<file path="src/hw/rtl/dbl_pkg.sv">
// ----------------------------------------------------------------------------
// dbl_pkg: shared types and constants for the depth linearizer
// Field widths, register indexes, reset values and the word carried
// down the division chain.
// ----------------------------------------------------------------------------
`default_nettype none

package dbl_pkg;

    // default depth-buffer code width
    localparam int DEPTH_BITS_DEF = 16;

    // fixed field widths
    localparam int CODE_W    = 16;
    localparam int PLANE_W   = 20;
    localparam int CFG_IDX_W = 8;

    // configuration register indexes
    localparam logic [CFG_IDX_W-1:0] REG_NEAR = 8'd0;
    localparam logic [CFG_IDX_W-1:0] REG_FAR  = 8'd1;

    // plane values after reset
    localparam logic [PLANE_W-1:0] NEAR_RST = 20'd100;
    localparam logic [PLANE_W-1:0] FAR_RST  = 20'd100000;

    // quotient under construction plus the far-plane override
    typedef struct packed {
        logic               force_far;
        logic [PLANE_W-1:0] quo;
    } t_quo;

endpackage

`default_nettype wire

</file>
<file path="src/hw/rtl/dbl_div_cell.sv">
// ----------------------------------------------------------------------------
// dbl_div_cell: one restoring division step
// Tries the shifted denominator against the remainder, keeps the
// difference when it fits and sets one quotient bit.
// ----------------------------------------------------------------------------
`default_nettype none

module dbl_div_cell #(
    parameter int DEPTH_BITS = dbl_pkg::DEPTH_BITS_DEF,
    parameter int SHIFT      = 0,
    localparam int NW = 2 * dbl_pkg::PLANE_W + DEPTH_BITS,
    localparam int DW = dbl_pkg::PLANE_W + DEPTH_BITS
) (
    input  wire logic          i_clk,
    input  wire logic          i_rst_n,
    input  wire logic          i_valid,
    output logic               o_ready,
    input  wire logic [NW-1:0] i_rem,
    input  wire logic [DW-1:0] i_den,
    input  wire dbl_pkg::t_quo i_quo,
    output logic               o_valid,
    input  wire logic          i_ready,
    output logic [NW-1:0]      o_rem,
    output logic [DW-1:0]      o_den,
    output dbl_pkg::t_quo      o_quo
);
    import dbl_pkg::*;

    logic          rdy;
    logic [NW-1:0] den_sh;
    logic [NW:0]   trial;
    logic          fits;
    logic [NW-1:0] n_rem;
    t_quo          n_quo;

    logic          r_valid;
    logic [NW-1:0] r_rem;
    logic [DW-1:0] r_den;
    t_quo          r_quo;

    assign rdy     = !r_valid || i_ready;
    assign o_ready = rdy;

    // trial subtraction
    assign den_sh = NW'(i_den) << SHIFT;
    assign trial  = {1'b0, i_rem} - {1'b0, den_sh};
    assign fits   = !trial[NW];
    assign n_rem  = fits ? trial[NW-1:0] : i_rem;

    always_comb begin
        n_quo            = i_quo;
        n_quo.quo[SHIFT] = fits;
    end

    // cell register
    always_ff @(posedge i_clk) begin
        if (!i_rst_n) begin
            r_valid <= 1'b0;
        end else if (rdy) begin
            r_valid <= i_valid;
        end
        if (rdy && i_valid) begin
            r_rem <= n_rem;
            r_den <= i_den;
            r_quo <= n_quo;
        end
    end

    assign o_valid = r_valid;
    assign o_rem   = r_rem;
    assign o_den   = r_den;
    assign o_quo   = r_quo;

endmodule

`default_nettype wire

</file>
<file path="config.mk">
export PLATFORM = sky130hd
export DESIGN_NAME = dbl_div_cell
export DESIGN_NICKNAME = d
export VERILOG_FILES = /design/src/hw/rtl/dbl_pkg.sv /design/src/hw/rtl/dbl_div_cell.sv
export SDC_FILE = /design/constraint.sdc
export NUM_CORES = 1
export LEC_CHECK = 0
export BUFFER_PORTS_ARGS = -buffer_cell sky130_fd_sc_hd__buf_2
export CAP_MARGIN = 20
export CORE_MARGIN = 3
export CORE_UTILIZATION = 40
export CTS_CLUSTER_DIAMETER = 200
export DETAILED_ROUTE_END_ITERATION = 6
export HOLD_SLACK_MARGIN = 0.06
export PLACE_DENSITY = 0.62
export SYNTH_ARGS = -nofsm -noshare
export SYNTH_HDL_FRONTEND = slang
export SYNTH_SLANG_ARGS = --single-unit
</file>
<file path="constraint.sdc">
create_clock -name i_clk -period 4.68 [get_ports i_clk]
set_input_delay 0.234 -clock i_clk [delete_from_list [all_inputs] [get_ports i_clk]]
set_output_delay 0.234 -clock i_clk [all_outputs]
set_load 0.02 [all_outputs]
</file>
---- Word-level counts from Yosys, hierarchy flattened ----
Index checks and enable logic that the tools add are counted.
word-level totals
  register bits after elaboration ......... 114
  output and inout port bits .............. 115
  word-level logic and storage cells ...... 11
operators by class
  add/sub/neg operators ................... 1
  muxes and demuxes ....................... 1
  reductions and logical operators ........ 4
operators with widths
  kind                                            count
  56-bit by 36-bit subtractor with 57-bit output  1
  56-bit two-way mux                              1
  1-bit zero test                                 2
  1-bit logical AND                               1
  1-bit logical OR                                1

---- Depth between registers and ports, before layout ----
  depth in word-level cells ............... 3
  depth in mapped cells ................... 15
  gate-level depth less buffers ........... 12

---- Worst setup path after synthesis ----
No wires, ideal clock.
  path kind ............................... flip-flop to flip-flop
  start point ............................. reg r_valid (netlist: o_valid)
  end point ............................... reg r_den[0] (netlist: o_den[0]), enable pin
  arrival ................................. 3.258 ns
  required time ........................... 4.195 ns
  slack ................................... 0.937 ns
  cell stages (with the launch flop) ...... 3
  path buffers ............................ 0
  path through ............................ dfxtp_1 > nand2b_1 > and2_1
between the ends
  word-level cells in the longest chain between the ends .. 3
RTL lines
  element                   RTL line            text
  start: declaration        dbl_div_cell.sv:36  logic r_valid;
  start signal: assignment  dbl_div_cell.sv:60  r_valid <= i_valid;
  1-bit zero test           dbl_div_cell.sv:41  assign rdy = !r_valid || i_ready;
  1-bit logical OR          dbl_div_cell.sv:41
  named net o_ready         dbl_div_cell.sv:17  output logic o_ready,
  1-bit logical AND         dbl_div_cell.sv:62  if (rdy && i_valid) begin
  end signal: assignment    dbl_div_cell.sv:64  r_den <= i_den;
  end: declaration          dbl_div_cell.sv:38  logic [DW-1:0] r_den;
The timed path passes the listed nets, and every way through them passes these cells.
A chain may end at the register's enable or synchronous reset.

---- Worst setup path after layout ----
  start point ............................. in i_den[0]
  end point ............................... reg r_rem[50] (netlist: o_rem[50]) (data pin)
between the ends
  word-level cells in the longest chain between the ends .. 2
RTL lines
  element                                         RTL line            text
  start: declaration                              dbl_div_cell.sv:19  input wire logic [DW-1:0] i_den,
  56-bit by 36-bit subtractor with 57-bit output  dbl_div_cell.sv:46  assign trial = {1'b0, i_rem} - {1'b0, den_sh};
  56-bit two-way mux                              dbl_div_cell.sv:48  assign n_rem = fits ? trial[NW-1:0] : i_rem;
  named net n_rem[50]                             dbl_div_cell.sv:33  logic [NW-1:0] n_rem;
  end signal: assignment                          dbl_div_cell.sv:63  r_rem <= n_rem;
  end: declaration                                dbl_div_cell.sv:37  logic [NW-1:0] r_rem;
The timed path passes the listed nets, and every way through them passes these cells.

==> flow_metrics.py <==
metrics = {
    "outcome": {
        "status": "finished, final reports clean",
    },
    "cells_and_area": {
        "final_design_area_no_fill_um2": 9120,
        "area.growth.synth_to_final_pct": 37.8,
        "layout.nets": 1059,
        "mostFrequentLayoutCells": "230 x buf_2, 113 x edfxtp_1, 61 x a21oi_1",
        "drive_gt1_share_pct": 30.4,
        "layout.cells.most_common": "buf_2",
    },
    "logic_synthesis": {
        "yosys_register_bits": 114,
        "synth_top_area_share_pct": 51.3,
        "post_synthesis_net_count": 776,
        "syn_avg_cell_area_um2": 10.6,
        "synth_edf_count": 113,
        "fraction_of_registers_with_async_set_or_reset_after_synthesis_pct": 0,
        "synthDominantAreaCellType": "edfxtp_1",
        "postSynth.topFlopCell": "edfxtp_1",
        "ys_top_cells_by_area": "edfxtp_1 51%, ha_1 6.8%, a21oi_1 4.6%, xnor2_1 4.4%, inv_1 2.8%",
        "synth-seq-area-share_pct": 51.6,
        "yosys_warnings": 0,
        "ys_types": 60,
        "mappedNetlistArea_um2": 6620,
        "netlist_instances": 622,
    },
    "critical_path": {
        "endpoint_kind": "register",
        "timing.critical_path.slowest_stage_cell": "inv_4",
        "r2r_start": "o_valid$_SDFFE_PN0N_",
        "timing.critical_path.fanout_max": 62,
        "worstSetupStartpointType": "input port",
        "critical_path_class": "in2reg",
        "timing.critical_path.required_ns": 4.85,
        "cp_cell_sequence": "dlygate4sd3_1, buf_2, ha_1, fa_1, nor2b_1, o31ai_1, a211o_1, a21oi_1, o21ai_0, and2_1, inv_4, nand4_1, xnor2_1",
        "crit_path_max_incr_delay_ns": 0.57,
        "crit_start": "i_den[0]",
        "crit_arrival_ns": 3.98,
    },
    "routing": {
        "ant_nets": 0,
        "dr_total_vias": 5879,
        "drc": 0,
        "drt-total-wl_um": 18600,
        "avgRoutedWirePerCell_um": 16.3,
        "drc_violation_total_after_the_first_tritonroute_iteration": 357,
        "detail_route.vias_per_cell": 5.17,
        "dr.pass1.iters": 5,
    },
    "grt": {
        "number_of_antenna_violations_at_the_first_check_in_global_routing": 3,
        "globalRouteOverflowTotal": 0,
        "groute.usage.overall_pct": 20.3,
        "via_count_of_the_first_global_routing_pass": 5940,
        "first_pass_grt_wire_length_um": 29400,
        "grt_max_degree": 63,
    },
    "die": {
        "dieArea_um2": 18100,
        "die_x_um": 135,
        "core_area_um2": 16100,
        "die_y_um": 135,
        "row_count": 46,
        "effective_utilization_at_floorplan_pct": 41.2,
        "top_level_ports": 232,
    },
    "clock_network": {
        "postCtsResizedCells": 0,
        "hold_buffers": 58,
        "cts.clk_slew.worst_paths_ns": 0.06,
        "ctsHtreeMaxLevel": 4,
        "clkLatencyLatePin_ns": 0.42,
        "clock_tree_from_tritoncts": "yes",
        "ctsLongestPathBuffers": 2,
        "total_setup_buffers_inserted_after_cts": 0,
        "ctsRootBufferMaster": "clkbuf_16",
        "numCtsBuffers": 17,
        "cts.sink_count": 114,
    },
    "placed_design": {
        "detailed_place_hpwl_um": 13500,
        "port-buffer-count": 230,
        "final_weighted_congestion_of_routability_driven_global_placement": 0.856,
        "placed_area_um2": 7930,
    },
    "timing": {
        "setup-tns-final_ns": 0,
        "timing_hold_violations_final": 0,
        "timing_max_transition_violations_final": 0,
        "setup_viol": 0,
        "fmaxAchievable_mhz": 262,
        "max_slew.worst_pin.slew_ns": 0.781,
        "min_period_over_period_pct": 81.4,
        "grt_setup_unrepaired": "false",
        "worst_slew_margin_rel_pct": 46.6,
        "finalWorstPathRequiredPeriod_ns": 3.81,
        "final.setup_skew_ns": 0.00446,
    },
    "hold_path": {
        "hold_class": "in2reg",
        "hold_start": "i_rem[12]",
    },
    "run": {
        "cap_viol_max_count": 0,
    },
    "power": {
        "vdd.ir_drop.worst_v": 0.000246,
        "pwr_density_cell_nw_per_um2": 360,
        "leakagePower_nw": 3.98,
    },
}
## cells in the mapped netlist (2+ instances only)
master / n
nor3_1: 15
edfxtp_1: 113
xnor2_1: 33
and2_1: 4
and4_1: 6
o31ai_1: 4
o211ai_1: 4
xor2_1: 16
a211oi_1: 5
or4_1: 2
o21a_1: 6
a2111oi_0: 2
nand3_1: 12
a21o_1: 19
a21oi_2: 2
and3_1: 7
nor2b_1: 8
o2111ai_1: 2
or3_1: 9
a31oi_1: 5
o21ai_0: 29
nor4_1: 6
nand4_1: 15
ha_1: 36
nand2_1: 36
or2_2: 4
a21oi_1: 61
buf_2: 3
o21bai_1: 10
nand2b_1: 5
a21boi_0: 2
buf_6: 5
inv_1: 50
nor2_1: 41
clkbuf_1: 20
## report_power, final
| part | total (mW) | internal [mW] | leakage (nW) | switching, mW |
|---|---|---|---|---|
| clock network | 1.34 | 0.840 | 0.282 | 0.501 |
| registers | 1.25 | 1.24 | 1.10 | 0.0187 |
| logic | 0.693 | 0.279 | 2.60 | 0.414 |
| total | 3.29 | 2.35 | 3.98 | 0.933 |
## layer usage
layer	track usage, %	vias to the layer above	wire, um
li1	-	2869	-
met1	26.0	2737	8030
met2	33.8	234	8910
met3	3.76	39	1180
met4	8.37	0	474
met5	0	-	0
## logic make-up after synthesis
family | count (synthesis) | synth area share [%]
AO/OA/AOI/OAI | 165 | 15.7
XOR/XNOR | 49 | 6.48
buffers and inverters | 79 | 5.14
adder cells (fa/ha/maj) | 37 | 7.11
flip-flops | 114 | 51.6
AND/OR/NAND/NOR | 178 | 14.0
## path summary, 6_finish.rpt
check                                            to  slack (ns)  depth (start not counted)
worst min-delay path            o_rem[12]$_DFFE_PP_        0.12                          3
worst max-delay path            o_rem[50]$_DFFE_PP_        0.87                         13
worst min register to register  o_rem[50]$_DFFE_PP_        0.84                          2
worst max register to register   o_den[8]$_DFFE_PP_        2.99                          3
## stage by stage
step / util [%] / hold slack [ns] / power (mW) / std cells / worst slack [ns]
2_1_floorplan: - / 0.333 / 1.71 / 622 / 0.937
3_3_place_gp: 49.4 / 0.411 / 1.91 / 1044 / 0.864
3_5_place_dp: 49.4 / 0.412 / 1.92 / 1044 / 0.828
4_1_cts: 56.8 / 0.106 / 3.31 / 1134 / 0.864
5_1_grt: 56.8 / 0.127 / 3.42 / 1137 / 0.597
6_report: 56.8 / 0.115 / 3.29 / 1137 / 0.869
## cell type report
cell class | count | area, um^2
inverter | 51 | 194
fill | 1439 | 6940
clock buffer | 17 | 425
antenna | 3 | 7.51
multi-input combinational | 429 | 2870
tap | 216 | 270
timing repair buffer | 292 | 1760
sequential | 114 | 3410
clock inverter | 15 | 181
## sequential cells by signal (all words and copies together), names as in the netlist
name and count:
o_quo 21, o_rem 56, o_den 36, o_valid 1
## worst max-delay path: cells and delay by family
kind	cells	cell delay, ns
buffers and inverters	3	1.24
AO/OA/AOI/OAI	4	0.91
AND/OR/NAND/NOR	3	0.77
adder cells (fa/ha/maj)	2	0.61
XOR/XNOR	1	0.19
(Power assumes the default switching activity.)
