$ cat src/hw/rtl/dbl_pkg.sv
// ----------------------------------------------------------------------------
// dbl_pkg: shared types and constants for the depth linearizer
// Field widths, register indexes, reset values and the word carried
// down the division chain.
// ----------------------------------------------------------------------------
`default_nettype none

package dbl_pkg;

    // default depth-buffer code width
    localparam int DEPTH_BITS_DEF = 16;

    // fixed field widths
    localparam int CODE_W    = 16;
    localparam int PLANE_W   = 20;
    localparam int CFG_IDX_W = 8;

    // configuration register indexes
    localparam logic [CFG_IDX_W-1:0] REG_NEAR = 8'd0;
    localparam logic [CFG_IDX_W-1:0] REG_FAR  = 8'd1;

    // plane values after reset
    localparam logic [PLANE_W-1:0] NEAR_RST = 20'd100;
    localparam logic [PLANE_W-1:0] FAR_RST  = 20'd100000;

    // quotient under construction plus the far-plane override
    typedef struct packed {
        logic               force_far;
        logic [PLANE_W-1:0] quo;
    } t_quo;

endpackage

`default_nettype wire

$ cat src/hw/rtl/dbl_front.sv
// ----------------------------------------------------------------------------
// dbl_front: numerator and denominator set-up
// Three registered stages: plane products, numerator and denominator,
// then the special-case checks that send a word straight to the far plane.
// ----------------------------------------------------------------------------
`default_nettype none

module dbl_front #(
    parameter int DEPTH_BITS = dbl_pkg::DEPTH_BITS_DEF,
    localparam int NW = 2 * dbl_pkg::PLANE_W + DEPTH_BITS,
    localparam int DW = dbl_pkg::PLANE_W + DEPTH_BITS
) (
    input  wire logic                       i_clk,
    input  wire logic                       i_rst_n,
    input  wire logic                       i_valid,
    output logic                            o_ready,
    input  wire logic [dbl_pkg::CODE_W-1:0] i_depth_code,
    input  wire logic                       i_not_finite,
    input  wire logic [dbl_pkg::PLANE_W-1:0] i_near,
    input  wire logic [dbl_pkg::PLANE_W-1:0] i_far,
    output logic                            o_valid,
    input  wire logic                       i_ready,
    output logic [NW-1:0]                   o_rem,
    output logic [DW-1:0]                   o_den,
    output dbl_pkg::t_quo                   o_quo
);
    import dbl_pkg::*;

    localparam int XW = (DEPTH_BITS > CODE_W) ? DEPTH_BITS : CODE_W;
    localparam logic [XW-1:0] FULL_X = XW'((64'd1 << DEPTH_BITS) - 64'd1);
    localparam logic [DEPTH_BITS-1:0] FULL = FULL_X[DEPTH_BITS-1:0];
    localparam int PW = 2 * PLANE_W;

    logic                  rdy1, rdy2, rdy3;
    logic [XW-1:0]         code_x;
    logic [DEPTH_BITS-1:0] code_sat;
    logic [DEPTH_BITS-1:0] code_inv;
    logic [PW-1:0]         n_fn;
    logic [DW-1:0]         n_fd, n_nc;
    logic [NW-1:0]         n_num;
    logic [DW:0]           den_sum;
    logic                  n_force;

    logic                  r_v1, r_v2, r_v3;
    logic                  r_bad1, r_bad2;
    logic [PW-1:0]         r_fn;
    logic [DW-1:0]         r_fd, r_nc;
    logic [NW-1:0]         r_num;
    logic [DW-1:0]         r_den2;
    logic [NW-1:0]         r_rem3;
    logic [DW-1:0]         r_den3;
    logic                  r_force3;

    // stage hand-off
    assign rdy3    = !r_v3 || i_ready;
    assign rdy2    = !r_v2 || rdy3;
    assign rdy1    = !r_v1 || rdy2;
    assign o_ready = rdy1;

    // saturate the code at full scale
    assign code_x   = XW'(i_depth_code);
    assign code_sat = (code_x > FULL_X) ? FULL : code_x[DEPTH_BITS-1:0];
    assign code_inv = FULL - code_sat;

    // plane products
    assign n_fn = {{PLANE_W{1'b0}}, i_far} * {{PLANE_W{1'b0}}, i_near};
    assign n_fd = {{DEPTH_BITS{1'b0}}, i_far} * {{PLANE_W{1'b0}}, code_inv};
    assign n_nc = {{DEPTH_BITS{1'b0}}, i_near} * {{PLANE_W{1'b0}}, code_sat};

    // numerator far*near*full by shift and subtract, denominator by add
    assign n_num   = {r_fn, {DEPTH_BITS{1'b0}}} - {{DEPTH_BITS{1'b0}}, r_fn};
    assign den_sum = {1'b0, r_fd} + {1'b0, r_nc};

    // far plane when non-finite, zero denominator or quotient past 20 bits
    assign n_force = r_bad2 || (r_den2 == '0) || (r_num >= {r_den2, {PLANE_W{1'b0}}});

    // stage 1 registers
    always_ff @(posedge i_clk) begin
        if (!i_rst_n) begin
            r_v1 <= 1'b0;
        end else if (rdy1) begin
            r_v1 <= i_valid;
        end
        if (rdy1 && i_valid) begin
            r_bad1 <= i_not_finite;
            r_fn   <= n_fn;
            r_fd   <= n_fd;
            r_nc   <= n_nc;
        end
    end

    // stage 2 registers
    always_ff @(posedge i_clk) begin
        if (!i_rst_n) begin
            r_v2 <= 1'b0;
        end else if (rdy2) begin
            r_v2 <= r_v1;
        end
        if (rdy2 && r_v1) begin
            r_bad2 <= r_bad1;
            r_num  <= n_num;
            r_den2 <= den_sum[DW-1:0];
        end
    end

    // stage 3 registers
    always_ff @(posedge i_clk) begin
        if (!i_rst_n) begin
            r_v3 <= 1'b0;
        end else if (rdy3) begin
            r_v3 <= r_v2;
        end
        if (rdy3 && r_v2) begin
            r_rem3   <= r_num;
            r_den3   <= r_den2;
            r_force3 <= n_force;
        end
    end

    assign o_valid         = r_v3;
    assign o_rem           = r_rem3;
    assign o_den           = r_den3;
    assign o_quo.force_far = r_force3;
    assign o_quo.quo       = '0;

endmodule

`default_nettype wire

$ cat config.mk
export PLATFORM = sky130hd
export DESIGN_NAME = dbl_front
export DESIGN_NICKNAME = d
export VERILOG_FILES = /design/src/hw/rtl/dbl_pkg.sv /design/src/hw/rtl/dbl_front.sv
export SDC_FILE = /design/constraint.sdc
export NUM_CORES = 2
export LEC_CHECK = 0
export ABC_AREA = 1
export BUFFER_PORTS_ARGS = -buffer_cell sky130_fd_sc_hd__buf_2
export CAP_MARGIN = 20
export CELL_PAD_IN_SITES_DETAIL_PLACEMENT = 0
export CELL_PAD_IN_SITES_GLOBAL_PLACEMENT = 1
export CORE_MARGIN = 4
export CORE_UTILIZATION = 49
export CTS_CLUSTER_DIAMETER = 40
export CTS_CLUSTER_SIZE = 28
export DETAILED_ROUTE_END_ITERATION = 7
export HOLD_SLACK_MARGIN = 0.15
export PLACE_DENSITY = 0.89
export SYNTH_ARGS = -nofsm -noshare
export SYNTH_HDL_FRONTEND = slang
export SYNTH_SLANG_ARGS = --single-unit
$ cat constraint.sdc
create_clock -name i_clk -period 9.2 [get_ports i_clk]
set_input_delay 1.38 -clock i_clk [delete_from_list [all_inputs] [get_ports i_clk]]
set_output_delay 1.38 -clock i_clk [all_outputs]
set_load 0.01 [all_outputs]
# Word level (Yosys, flattened, before mapping)
# Index checks and enable logic that the tools add are counted.
# W data, S select, Z words.
[word_totals]
ff_bits = 302
in_bits = 61
out_inout_bits = 115
elab_cells = 34
[op_classes]
n_addsub = 3
n_mul = 3
n_lt_le_gt_ge = 2
n_mux = 1
n_reduce_logical = 12
[op_table]
columns = ["op", "count"]
rows = [
  ["$mul A20 B16 Y36", 2],
  ["$ge A56 B56 Y1", 1],
  ["$sub A56 B40 Y56", 1],
  ["$mul A20 B20 Y40", 1],
  ["$add A36 B36 Y36", 1],
  ["$logic_not A36 Y1", 1],
  ["$gt A16 B16 Y1 const B", 1],
  ["$mux W16", 1],
  ["$sub A16 B16 Y16 const A", 1],
  ["$logic_or A1 B1 Y1", 5],
  ["$logic_and A1 B1 Y1", 3],
  ["$logic_not A1 Y1", 3],
]

# Depth between registers and ports, before layout
[depth]
depth_word = 5
depth_mapped = 30
depth_no_buf = 28

# Worst setup path after synthesis
# No wires, ideal clock.
[synth_timing]
path_type = "input-to-reg"
from = "input i_near[11] (netlist name)"
to = "register r_fn[33] (data pin)"
setup_ns = 0.252
t_arrival_ns = 6.718
t_required_ns = 8.948
path_slack_ns = 2.230
stages = 23
path_buffers = 2
path_cell_list = "clkbuf_1 clkbuf_1 nand2_1 fa_1 inv_1 fa_1 inv_1 fa_1 inv_1 fa_1 fa_1 fa_1 inv_1 fa_1 inv_1 ha_1 nand2_1 nor2_1 inv_1 nor4_1 nand2_2 nand3_1 nand2_1"
[synth_between]
elab_chain_len = 1
[synth_lines]
columns = ["element", "line", "text"]
rows = [
  ["start: declaration", "dbl_front.sv:19", "input wire logic [dbl_pkg::PLANE_W-1:0] i_near,"],
  ["$mul A20 B20 Y40", "dbl_front.sv:66", "assign n_fn = {{PLANE_W{1'b0}}, i_far} * {{PLANE_W{1'b0}}, i_near};"],
  ["named net n_fn[33]", "dbl_front.sv:38", "logic [PW-1:0] n_fn;"],
  ["end signal: assignment", "dbl_front.sv:86", "r_fn <= n_fn;"],
  ["end: declaration", "dbl_front.sv:46", "logic [PW-1:0] r_fn;"],
]
# The timed path passes the listed nets, and every way through them passes these cells.
# A chain may end at the register's enable or synchronous reset.

# Worst setup path in the final report
[layout_timing]
from = "input i_far[10] (netlist name)"
to = "register r_fn[16] (data pin)"
[layout_between]
elab_chain_len = 1
[layout_lines]
columns = ["element", "line", "text"]
rows = [
  ["start: declaration", "dbl_front.sv:20", "input wire logic [dbl_pkg::PLANE_W-1:0] i_far,"],
  ["$mul A20 B20 Y40", "dbl_front.sv:66", ""],
  ["named net n_fn[16]", "dbl_front.sv:38", ""],
]
# The timed path passes the listed nets, and every way through them passes these cells.

==> impl_results.md <==
- I/O pin count: 176
- Register area share after synthesis: 17.20%
- Layout Cells excl Fill: 8221
- Library cells used by synthesis: 43
- Cell taking the most area after synthesis: fa_1
- CTS tree: built
- Area growth syn-to-layout: 6.114%
- Largest net degree at the start of global routing: 78
- CP Capture Type: flop
- Worst EP required: 9530 ps
- Fmax: 137.7 MHz
- GP Congestion: 0.9651
- DR vias: 42470
- Clock Tree Buf Depth: 3
- HP Class: flop to flop
- Crit path DAT: 7590 ps
- Post-route minimum period: 7260 ps
- Avg WL per Cell: 19.02 um
- Post-Syn Area per Cell: 7.746 um^2
- Max_slew headroom: 21.73%
- First-pass GRT wire length: 248500 um
- Reg clk slew, reported paths: 80 ps
- Placed cell count: 8155
- Die Area: 0.1126 mm^2
- Status: finished, final reports clean
- Top cells by area, synth: fa_1 (31%), edfxtp_1 (17%), nand2_1 (14%)
- Placement Rows: 119
- Root buf cell: clkbuf_16
- Starting DRC count in detailed routing: 3115
- Synth Cell Area: 0.05255 mm^2
- Post-CTS Hold Fix Bufs: 0
- Post-CTS sizing: 0
- Fraction of layout cells with a size suffix above 1: 4.835%
- Yosys top cell area share: 31.28%
- Worst-margin pin slew: 1174 ps
- Setup TNS Final: 0 ps
- Post-Route Skew: 43.28 ps
- Wirelength, routed: 156400 um
- Startpoint Class: input pin
- Number of global-route vias before repair: 44400
- Worst setup path class: input pin to flop
- Most frequent cell after synthesis: nand2_1
- Syn Inst Count: 6784
- RSZ-0062 raised after global routing: false
- Max Fanout on Critical Path: 34
- Cts bufs inserted: 34
- Gr usage total: 28.45%
- Setup violations, final: 0
- PortBufs: 155
- DRC viols: 0
- Die Span X: 335.5 um
- Die Ht: 335.5 um
- Antenna-violating nets left: 0
- Nets: 8144
- Synth async-reset ratio: 0%
- #FFs+latches synth: 302
- Syn. warnings: 0
- Period utilization: 78.91%
- Clk sink count: 302
- Number of enable flip-flop cells after synthesis: 299
- Synth top cells by count: nand2_1 (1942), inv_1 (1832), fa_1 (821), ha_1 (462), nor2_1 (439)
- Max_cap viols: 0
- First-pass DRT Iterations: 6
- Initial cell density of the core: 49.64%
- Core area: 0.1059 mm^2
- Grt ovf: 0
- Antenna violations before repair: 4
- Post-CTS Setup Bufs: 0
- Post-synth top flop: edfxtp_1
- CTS H-tree depth: 2
- Final hold violation count: 0
- Clk_lat worst skew: 590 ps
- DP Wirelength: 127300 um
- Pins Over Slew Limit: 0
- Routed vias/inst: 5.166
==> metal layers <==
layer / global-route usage (%) / vias up / share of wire, %
li1: - / 19780 / -
met1: 38.82 / 20660 / 43
met2: 46.22 / 1703 / 45
met3: 4.629 / 323 / 8.0
met4: 10.04 / 2 / 4.3
met5: 0 / - / 0.0064
==> worst max-delay path: stages <==
cell	delay, ps
buf_2	790
nand2_1	120
inv_1	130
fa_1	430
fa_1	520
inv_1	50
fa_1	470
inv_1	50
fa_1	500
inv_1	60
fa_1	530
inv_1	50
fa_1	490
fa_1	420
ha_1	410
nand2_1	160
nor2_1	140
inv_1	90
nor3_1	160
nand2_1	80
nand2_1	170
xor2_1	360
==> metrics by stage <==
stage	hold WS [ps]	worst slack, ps	util (%)	instance area [um^2]
after floorplan	400.3	2230	-	52620
after global placement	419.9	1619	51.47	54480
after detailed placement	417.7	1505	51.47	54480
after CTS	420.3	2097	52.66	55750
after global routing	436.9	1731	52.66	55750
final	410.9	1940	52.68	55760
==> sequential cells by signal, indices dropped and copies added, names as in the netlist <==
name,count
r_den2,36
o_rem,56
r_fn,40
r_force3,1
r_num,56
r_v2,1
r_bad2,1
r_nc,36
o_den,36
r_v1,1
r_fd,36
o_valid,1
r_bad1,1
==> cell families after synthesis <==
family | count (synthesis) | share of synthesized area [%]
compound gates | 290 | 2.905
xor+xnor | 116 | 1.933
fa+ha+maj | 1283 | 42.28
buf+inv | 2081 | 15.01
flops | 302 | 17.20
other cells | 1 | 0.007136
simple gates | 2711 | 20.67
==> layout by cell type (no fill, tap or decap), types with 6 or more instances in the layout <==
cell type | netlist | final
buf_4 | 21 | 36
ha_1 | 462 | 462
buf_2 | 0 | 155
xnor2_1 | 26 | 26
nand3b_1 | 13 | 13
nor2_4 | 10 | 10
nor2_2 | 21 | 21
o21a_1 | 7 | 7
clkinv_8 | 0 | 7
nor4_1 | 7 | 7
a21oi_1 | 175 | 174
nand4_1 | 33 | 33
nand2_2 | 20 | 20
clkbuf_16 | 0 | 34
nand3_1 | 162 | 162
nor3_1 | 40 | 40
o21bai_1 | 12 | 12
conb_1 | 1 | 20
edfxtp_1 | 299 | 299
inv_1 | 1832 | 1830
fa_1 | 821 | 821
xor2_1 | 90 | 90
nand2_1 | 1942 | 1942
inv_2 | 9 | 9
and2_1 | 6 | 6
o21ai_0 | 83 | 83
nor2_1 | 439 | 439
clkinv_1 | 10 | 10
==> cell type report <==
| cell class | instances | area (um^2) |
|---|---|---|
| Fill cell | 10160 | 50100 |
| Multi-Input combinational cell | 4420 | 35710 |
| Sequential cell | 302 | 9039 |
| Inverter | 1851 | 6952 |
| Tap cell | 1391 | 1740 |
| Timing Repair Buffer | 191 | 1046 |
| Clock buffer | 34 | 850.8 |
| Clock inverter | 27 | 419.2 |
| Antenna cell | 5 | 12.51 |
==> path summary, 6_finish.rpt <==
check	cells past startpoint	slack, ps	from	end
max reg2reg	11	6480	r_fn[16]	r_num[34]
max	22	1940	i_far[10]	r_fn[16]
min reg2reg	0	410	r_bad1	r_bad2
min	0	410	r_bad1	r_bad2
Power is not shown: default switching activity piles up to over one toggle a cycle in this logic, so the estimate is an artifact.
