`src/hw/rtl/dbl_pkg.sv`:
```
// ----------------------------------------------------------------------------
// dbl_pkg: shared types and constants for the depth linearizer
// Field widths, register indexes, reset values and the word carried
// down the division chain.
// ----------------------------------------------------------------------------
`default_nettype none

package dbl_pkg;

    // default depth-buffer code width
    localparam int DEPTH_BITS_DEF = 16;

    // fixed field widths
    localparam int CODE_W    = 16;
    localparam int PLANE_W   = 20;
    localparam int CFG_IDX_W = 8;

    // configuration register indexes
    localparam logic [CFG_IDX_W-1:0] REG_NEAR = 8'd0;
    localparam logic [CFG_IDX_W-1:0] REG_FAR  = 8'd1;

    // plane values after reset
    localparam logic [PLANE_W-1:0] NEAR_RST = 20'd100;
    localparam logic [PLANE_W-1:0] FAR_RST  = 20'd100000;

    // quotient under construction plus the far-plane override
    typedef struct packed {
        logic               force_far;
        logic [PLANE_W-1:0] quo;
    } t_quo;

endpackage

`default_nettype wire

```
`src/hw/rtl/dbl_back.sv`:
```
// ----------------------------------------------------------------------------
// dbl_back: clamp and output register
// Applies the far-plane override, then clamps the quotient to the near
// plane first and the far plane second.
// ----------------------------------------------------------------------------
`default_nettype none

module dbl_back (
    input  wire logic                        i_clk,
    input  wire logic                        i_rst_n,
    input  wire logic                        i_valid,
    output logic                             o_ready,
    input  wire dbl_pkg::t_quo               i_quo,
    input  wire logic [dbl_pkg::PLANE_W-1:0] i_near,
    input  wire logic [dbl_pkg::PLANE_W-1:0] i_far,
    output logic                             o_valid,
    input  wire logic                        i_ready,
    output logic [dbl_pkg::PLANE_W-1:0]      o_metric_depth_mm
);
    import dbl_pkg::*;

    logic               rdy;
    logic [PLANE_W-1:0] n_depth;
    logic               r_valid;
    logic [PLANE_W-1:0] r_depth;

    assign rdy     = !r_valid || i_ready;
    assign o_ready = rdy;

    // override and clamp
    always_comb begin
        if (i_quo.force_far) begin
            n_depth = i_far;
        end else if (i_quo.quo < i_near) begin
            n_depth = i_near;
        end else if (i_quo.quo > i_far) begin
            n_depth = i_far;
        end else begin
            n_depth = i_quo.quo;
        end
    end

    // output register
    always_ff @(posedge i_clk) begin
        if (!i_rst_n) begin
            r_valid <= 1'b0;
        end else if (rdy) begin
            r_valid <= i_valid;
        end
        if (rdy && i_valid) begin
            r_depth <= n_depth;
        end
    end

    assign o_valid           = r_valid;
    assign o_metric_depth_mm = r_depth;

endmodule

`default_nettype wire

```
`config.mk`:
```
export PLATFORM = sky130hd
export DESIGN_NAME = dbl_back
export DESIGN_NICKNAME = d
export VERILOG_FILES = /design/src/hw/rtl/dbl_pkg.sv /design/src/hw/rtl/dbl_back.sv
export SDC_FILE = /design/constraint.sdc
export NUM_CORES = 1
export LEC_CHECK = 0
export BUFFER_PORTS_ARGS = -buffer_cell sky130_fd_sc_hd__buf_2
export CAP_MARGIN = 20
export CORE_ASPECT_RATIO = 1.75
export CORE_MARGIN = 10
export CORE_UTILIZATION = 25
export CTS_CLUSTER_SIZE = 10
export DETAILED_ROUTE_END_ITERATION = 12
export PLACE_DENSITY_LB_ADDON = 0.1
export SLEW_MARGIN = 10
export SYNTH_ARGS = -nofsm -noshare
export SYNTH_HDL_FRONTEND = slang
export SYNTH_SLANG_ARGS = --single-unit
```
`constraint.sdc`:
```
create_clock -name i_clk -period 5.6 [get_ports i_clk]
set_clock_uncertainty 0.05 [all_clocks]
set_input_delay 0.56 -clock i_clk [delete_from_list [all_inputs] [get_ports i_clk]]
set_output_delay 0.56 -clock i_clk [all_outputs]
set_load 0.005 [all_outputs]
```
; Word-level counts from Yosys, hierarchy flattened
; Index checks and enable logic that the tools add are counted.
[totals]
register_bits = 21
in_bits = 65
output_inout_bits = 22
elab_cells = 10
[op_classes]
order_cmp = 2
muxes = 3
reduce_logical = 3
[ops]
columns = cell, n
row1 = $mux W20, 3
row2 = $gt A20 B20 Y1, 1
row3 = $lt A20 B20 Y1, 1
row4 = $logic_and A1 B1 Y1, 1
row5 = $logic_not A1 Y1, 1
row6 = $logic_or A1 B1 Y1, 1

; Depth between registers and ports, before layout
; Gate-level depths: netlist of run 1.
[depth]
ltp_word = 4
depth_mapped = 9
mapped_depth_nobuf = 8

; Worst setup path before layout of run 1
; No wires, ideal clock.
[synth_path]
path_kind = input to register
startpoint = input port i_near[15] (netlist bit)
endpoint = register r_depth[10] (netlist: o_metric_depth_mm[10]), data pin
setup_time_ps = 280
t_arrival_ps = 2255
t_required_ps = 5270
setup_slack_ps = 3015
path_stages = 9
path_buffers = 1
cell_sequence = inv_1 > ha_1 > and4_1 > or3b_1 > o221ai_1 > a211oi_1 > a21oi_1 > clkbuf_1 > a222oi_1
[synth_via]
elab_chain_len = 3
[synth_lines]
columns = element, line
row1 = from (decl), dbl_back.sv:14  ; input wire logic [dbl_pkg::PLANE_W-1:0] i_near,
row2 = $lt A20 B20 Y1, dbl_back.sv:34  ; end else if (i_quo.quo < i_near) begin
row3 = $mux W20, dbl_back.sv:34
row4 = $mux W20, dbl_back.sv:32  ; if (i_quo.force_far) begin
row5 = net n_depth[10], dbl_back.sv:23  ; logic [PLANE_W-1:0] n_depth;
row6 = to (signal assigned), dbl_back.sv:51  ; r_depth <= n_depth;
row7 = to (decl), dbl_back.sv:25  ; logic [PLANE_W-1:0] r_depth;
; The timed path passes the listed nets, and every way through them passes these cells.
; A chain may end at the register's enable or synchronous reset.

; Worst setup path in the final report of run 1
[layout_path]
startpoint = input port i_quo[13] (netlist bit)
endpoint = register r_depth[5] (netlist: o_metric_depth_mm[5]), data pin
[layout_via]
elab_chain_len = 4
word_cells_on_any_way = 5
classes_between = 2 x order compare / 3 x mux
[layout_lines]
columns = element, line
row1 = from (decl), dbl_back.sv:13  ; input wire dbl_pkg::t_quo i_quo,
row2 = $gt A20 B20 Y1, dbl_back.sv:36  ; end else if (i_quo.quo > i_far) begin
row3 = $mux W20, dbl_back.sv:36
row4 = $mux W20 *, dbl_back.sv:34
row5 = $mux W20 *, dbl_back.sv:32
row6 = net n_depth[5], dbl_back.sv:23
; Mark *: on every way through the listed nets, which the timed path passes. The rest lies on a longest branch.

==> out/metrics.csv, run 1 <==
metric;value;unit
outcome;finished clean;
number of hold violations in the final report;0;
CTS sink count;21;
wire length of the first global-routing pass;12140;um
CP Class;input port to flop;
post-route setup TNS;0;ps
type of destination of the critical path;flop;
TritonCTS clock tree;built;
DRT antenna net count;0;
net count reported at finish;424;
count of unresolved DRC violations after routing;0;
data required time of the worst path;5510;ps
Setup-failing EPs final;0;
maximum level of the CTS H-tree;1;
overall track demand over capacity in global routing;0.1276;
number of max-cap violations;0;
largest cells by area after synthesis;edfxtp_1 (29%), ha_1 (23%), a222oi_1 (9.6%);
vias per cell;5.144;
internal power component;0.0003656;W
count of hold-fix buffers inserted at cts;0;
routed len/inst;19.58;um
number of antenna violations at the first check in global routing;0;
syn nets;342;
RSZ-0062 raised after global routing;no;
share of cells above drive strength 1;0.2978;
top fanout value on the critical path;21;
net load switching power;0.0001671;W
portion of total power attributed to combinational logic;0.332;
first drt pass iteration count;9;
worst min-delay path class;flop to flop;
count of cells resized by post-cts repair;0;
die width;89.19;um
leading cell types by count after synthesis;inv_1 (44), nor2_1 (43), ha_1 (39), a222oi_1 (20), edfxtp_1 (20);
DIE AREA;0.01258;sq mm
vias in the first global route;2304;
Final Slew Violations;0;
fraction of power spent switching nets;0.3137;
Warnings, synthesis;0;
area fraction of the dominant cell type after synthesis;0.2867;
PD cells;198.7;mW/mm^2
clock-pin slew of the registers on the worst-case setup and hold paths;60;ps
critical path launch point type;input port;
Achievable Freq;297.9;MHz
cell with the most instances after synthesis;inv_1;
starting density of the core;0.2536;
Area Overhead vs Synth;28.02;%
Clk pwr share;0.293;
Core ar.;0.008258;sq mm
netlist area before placement;0.002095;sq mm
synthesized instance count;238;
largest vdd supply drop;0.0001040;V
post-synthesis sequential element count;21;
Clk Latency, worst-skew pair;250;ps
sequential cell fraction of total power;0.375;
sequential fraction of the synthesis area;0.2963;
number of rows in the core area;44;
detailed-route via count;2114;
most used flip-flop cell after synthesis;edfxtp_1;
measured slew at the worst slew-check pin;1012;ps
DR iter-0 viols;159;
library cell occupying the most area in the post-synthesis netlist;edfxtp_1;
buffer cell driving the clock tree root;clkbuf_16;
minimum clock period;3356;ps
Post-synth ARST share;0;
ports placed on the boundary;87;
Tcrit/Tclk final;0.5994;
pin count of the biggest net entering global routing;42;
mean post-synth cell area;8.800;sq um
number of synthesized flops with an enable pin;20;
smallest hold slack;475.9;ps
weighted congestion reported at the end of routability-driven placement;0.7621;
count of buffers from port buffering;86;
LEAKAGE;1.380;nW
die span in y;141.1;um
wire length reported by the detailed router;8049;um
number of buffers on the longest clock path;2;
setup repair bufs after CTS;0;
total congestion overflow;0;
n_diodes;0;
critical path data arrival time;3270;ps
Slew HR;0.3255;
number of distinct standard cells referenced by the synthesized netlist;36;
HPWL after DPL;6715;um
number of buffers inserted during clock tree synthesis;3;
path summary, 6_finish.rpt:
kind / startpoint / endpoint / slack [ps] / depth (start not counted)
setup / recovery: i_quo[13] / o_metric_depth_mm[5] / 2240 / 10
hold reg to reg: o_valid / o_valid / 480 / 2
setup reg to reg: o_valid / o_metric_depth_mm[18] / 3960 / 2
hold / removal: o_valid / o_valid / 480 / 2
layout by cell type, fill, tap and decap left out, types with 2 or more instances in the layout:
cell type	synthesis	layout
buf_2	1	86
inv_1	44	44
nor2_1	43	43
ha_1	39	39
a222oi_1	20	20
edfxtp_1	20	20
a21oi_1	14	14
nand2_1	8	8
nand4_1	5	5
a21o_1	4	4
nand3_1	3	3
clkbuf_16	0	3
nor3_1	2	2
nor4_1	2	2
a211o_1	2	2
o21a_1	2	2
buf_4	0	2
sequential cells by signal, summed over array words and instances, names as in the netlist:
register,cells
o_metric_depth_mm,20
o_valid,1
final cells by class:
type	instances	area, sq um
fill	916	5577
multi-input combinational	162	1256
sequential	21	620.6
timing repair buffer	88	445.4
inverter	44	165.2
tap	92	115.1
clock buffer	4	78.83
routing by layer:
| layer | vias up | global-route usage | routed length (um) |
|---|---|---|---|
| li1 | 1029 | - | - |
| met1 | 984 | 0.1232 | 2772 |
| met2 | 89 | 0.2401 | 4359 |
| met3 | 12 | 0.02539 | 554 |
| met4 | 0 | 0.06481 | 363 |
| met5 | - | 0 | 0 |
kinds of logic after synthesis:
family	count (synthesis)	share of synthesized area
compound gates	52	0.2061
simple gates	70	0.1535
fa+ha+maj	39	0.2330
mux	1	0.004779
buf+inv	55	0.1063
flops	21	0.2963
worst max-delay path: stages:
cell      delay [ps]
buf_2            120
ha_1             310
and4_1           220
or3b_1           380
o221ai_1         320
a211oi_2          60
buf_4            230
a21oi_1          630
buf_4            330
a222oi_1         110
power groups by stage:
stage,combinational [W],clock [W],sequential [W]
final,0.000177,0.000156,0.000200
after global routing,0.000203,0.000168,0.000201
after CTS,0.000181,0.000160,0.000201
after detailed placement,0.000180,0,0.000204
after global placement,0.000180,0,0.000204
after floorplan,0.000101,0,0.000201
through the flow:
step	util	area [sq um]	instances	setup WS, ps	power (W)
final	0.3247	2681	411	2244	0.0005327
after global placement	0.3152	2603	407	2078	0.0003838
after detailed placement	0.3152	2603	407	2015	0.0003839
after CTS	0.3247	2681	411	2273	0.0005419
after floorplan	-	2095	238	3015	0.0003011
after global routing	0.3247	2681	411	2066	0.0005713
Power figures use the tool's default switching activity.
==> run 2, diff against run 1 <==
- ABC_AREA: default -> 1
- clock period: 5.6 -> 2.8 ns (I/O delays scaled with it)
==> out/metrics.csv, run 2 <==
metric;value;unit
LEAKAGE;1.944;nW
vias per cell;4.544;
die span in y;155.5;um
CP Class;input port to flop;
ports placed on the boundary;87;
number of distinct standard cells referenced by the synthesized netlist;22;
library cell occupying the most area in the post-synthesis netlist;edfxtp_1;
count of cells resized by post-cts repair;0;
outcome;finished clean;
number of buffers inserted during clock tree synthesis;3;
number of max-cap violations;0;
wire length reported by the detailed router;9663;um
post-synthesis sequential element count;21;
overall track demand over capacity in global routing;0.1232;
area fraction of the dominant cell type after synthesis;0.2289;
syn nets;503;
share of cells above drive strength 1;0.2432;
Worst Min Path Start;i_rst_n;
count of unresolved DRC violations after routing;0;
PD cells;359.8;mW/mm^2
register cell area after layout;620.6;sq um
TritonCTS clock tree;built;
Warnings, synthesis;0;
Final Slew Violations;0;
DR iter-0 viols;85;
HPWL after DPL;7491;um
commonest non-fill, non-tap cell in the layout;nand2_1;
Largest register FFs;20;
n_diodes;0;
final non-filler cell total;608;
total congestion overflow;0;
number of buffers on the longest clock path;2;
CTS sink count;21;
routed len/inst;15.89;um
minimum clock period;2055;ps
depth of the worst hold-timing path;2;
data required time of the worst path;2780;ps
netlist area before placement;0.002624;sq mm
Tcrit/Tclk final;0.7338;
Placed Instance Area;0.003189;sq mm
worst min-delay path class;input port to flop;
Achievable Freq;486.7;MHz
DRT antenna net count;0;
post-route setup slack;745.3;ps
final std cell area, no fill;0.003268;sq mm
Critical R2R Capture;o_metric_depth_mm[4];
first drt pass iteration count;4;
synthesized instance count;399;
worst reg2reg setup slack;1610;ps
clock-pin slew of the registers on the worst-case setup and hold paths;70;ps
Crit Reg-Reg Startpoint;o_valid;
wire length of the first global-routing pass;14960;um
cell with the most instances after synthesis;nand2_1;
Core ar.;0.01030;sq mm
maximum level of the CTS H-tree;1;
buffer cell driving the clock tree root;clkbuf_16;
RSZ-0062 raised after global routing;no;
detailed-route via count;2763;
depth of the worst register-to-register path;2;
number of rows in the core area;49;
most used flip-flop cell after synthesis;edfxtp_1;
count of hold-fix buffers inserted at cts;0;
measured slew at the worst slew-check pin;739.8;ps
number of synthesized flops with an enable pin;20;
die width;97.44;um
largest vdd supply drop;0.0002210;V
number of hold violations in the final report;0;
top fanout value on the critical path;20;
count of buffers from port buffering;86;
number of antenna violations at the first check in global routing;0;
smallest hold slack;210.4;ps
sequential fraction of the synthesis area;0.2365;
critical path launch point type;input port;
starting density of the core;0.2547;
area taken by multi-input logic gates;0.001619;sq mm
Area Overhead vs Synth;24.56;%
weighted congestion reported at the end of routability-driven placement;0.7882;
vias in the first global route;2865;
Cells after DPL;604;
post-route setup TNS;0;ps
FILL cells;1181;
Slew HR;0.5063;
leading cell types by count after synthesis;nand2_1 (131), inv_1 (76), nand3_1 (42), ha_1 (39), nand4_1 (21);
hold-critical path endpoint;o_valid;
mean post-synth cell area;6.576;sq um
placement-stage worst setup slack;420.9;ps
commonest non-fill, non-tap cells in the layout;nand2_1 (131), buf_2 (86), inv_1 (76), nand3_1 (42), ha_1 (39);
type of destination of the critical path;flop;
net count reported at finish;586;
Post-synth ARST share;0;
Clk Latency, worst-skew pair;260;ps
largest cells by area after synthesis;edfxtp_1 (23%), nand2_1 (19%), ha_1 (19%);
critical path data arrival time;2030;ps
pin count of the biggest net entering global routing;22;
setup repair bufs after CTS;0;
Setup-failing EPs final;0;
DIE AREA;0.01515;sq mm
==> run 2: area by class of cell <==
cell class              instances  area share
clock buffers                   4     0.02412
multi-input cells             284      0.4954
well taps                     127     0.04862
inverters                      76     0.08729
repair buffers                 96      0.1547
flip-flops and latches         21      0.1899
==> run 2: worst max path at each step <==
stage / endpoint / cells past startpoint / startpoint / slack, ps
global route: o_metric_depth_mm[11] / 14 / i_far[11] / 520
floorplan: o_metric_depth_mm[0] / 1 / o_valid / 990
global placement: o_metric_depth_mm[10] / 14 / i_far[11] / 430
CTS: o_metric_depth_mm[15] / 14 / i_far[11] / 710
detailed placement: o_metric_depth_mm[15] / 14 / i_far[11] / 420
finish: o_metric_depth_mm[15] / 14 / i_far[19] / 750
==> run 2: power by group <==
group	switching [W]	internal, W	total, W
Clock	0.000142	0.000195	0.000338
Combinational	0.000270	0.000177	0.000447
Sequential	0.00000976	0.000381	0.000391
Total	0.000422	0.000754	0.00118
==> run 2: worst max-delay path, stage by stage <==
cell	delay, ps
buf_2	100
inv_1	40
ha_1	300
nand2_2	80
nor2_4	130
nand2_2	90
nor2_4	130
nand2_1	70
nand3_2	90
nand2_2	350
nand2_1	180
nand3_1	80
nand2_1	60
nand2_1	40
==> run 2: kinds of logic (layout without fill, tap and decap cells) <==
kind of cell	Yosys count	in the layout	share of synthesized area
AND/OR/NAND/NOR	219	219	0.3772
buffers and inverters	94	176	0.1478
adder cells (fa/ha/maj)	39	39	0.1860
AO/OA/AOI/OAI	26	26	0.05246
flip-flops	21	21	0.2365
==> run 2: layer usage <==
metal | vias up | track usage | wire, um
li1 | 1443 | - | -
met1 | 1256 | 0.1282 | 3834
met2 | 58 | 0.2404 | 5287
met3 | 6 | 0.02217 | 385
met4 | 0 | 0.03755 | 157
met5 | - | 0 | 0
==> run 2: metrics by stage <==
| stage | total power [W] | util |
|---|---|---|
| floorplan | 0.0006779 | - |
| global placement | 0.0008522 | 0.3096 |
| detailed placement | 0.0008547 | 0.3096 |
| CTS | 0.001201 | 0.3173 |
| global route | 0.001273 | 0.3173 |
| finish | 0.001176 | 0.3173 |
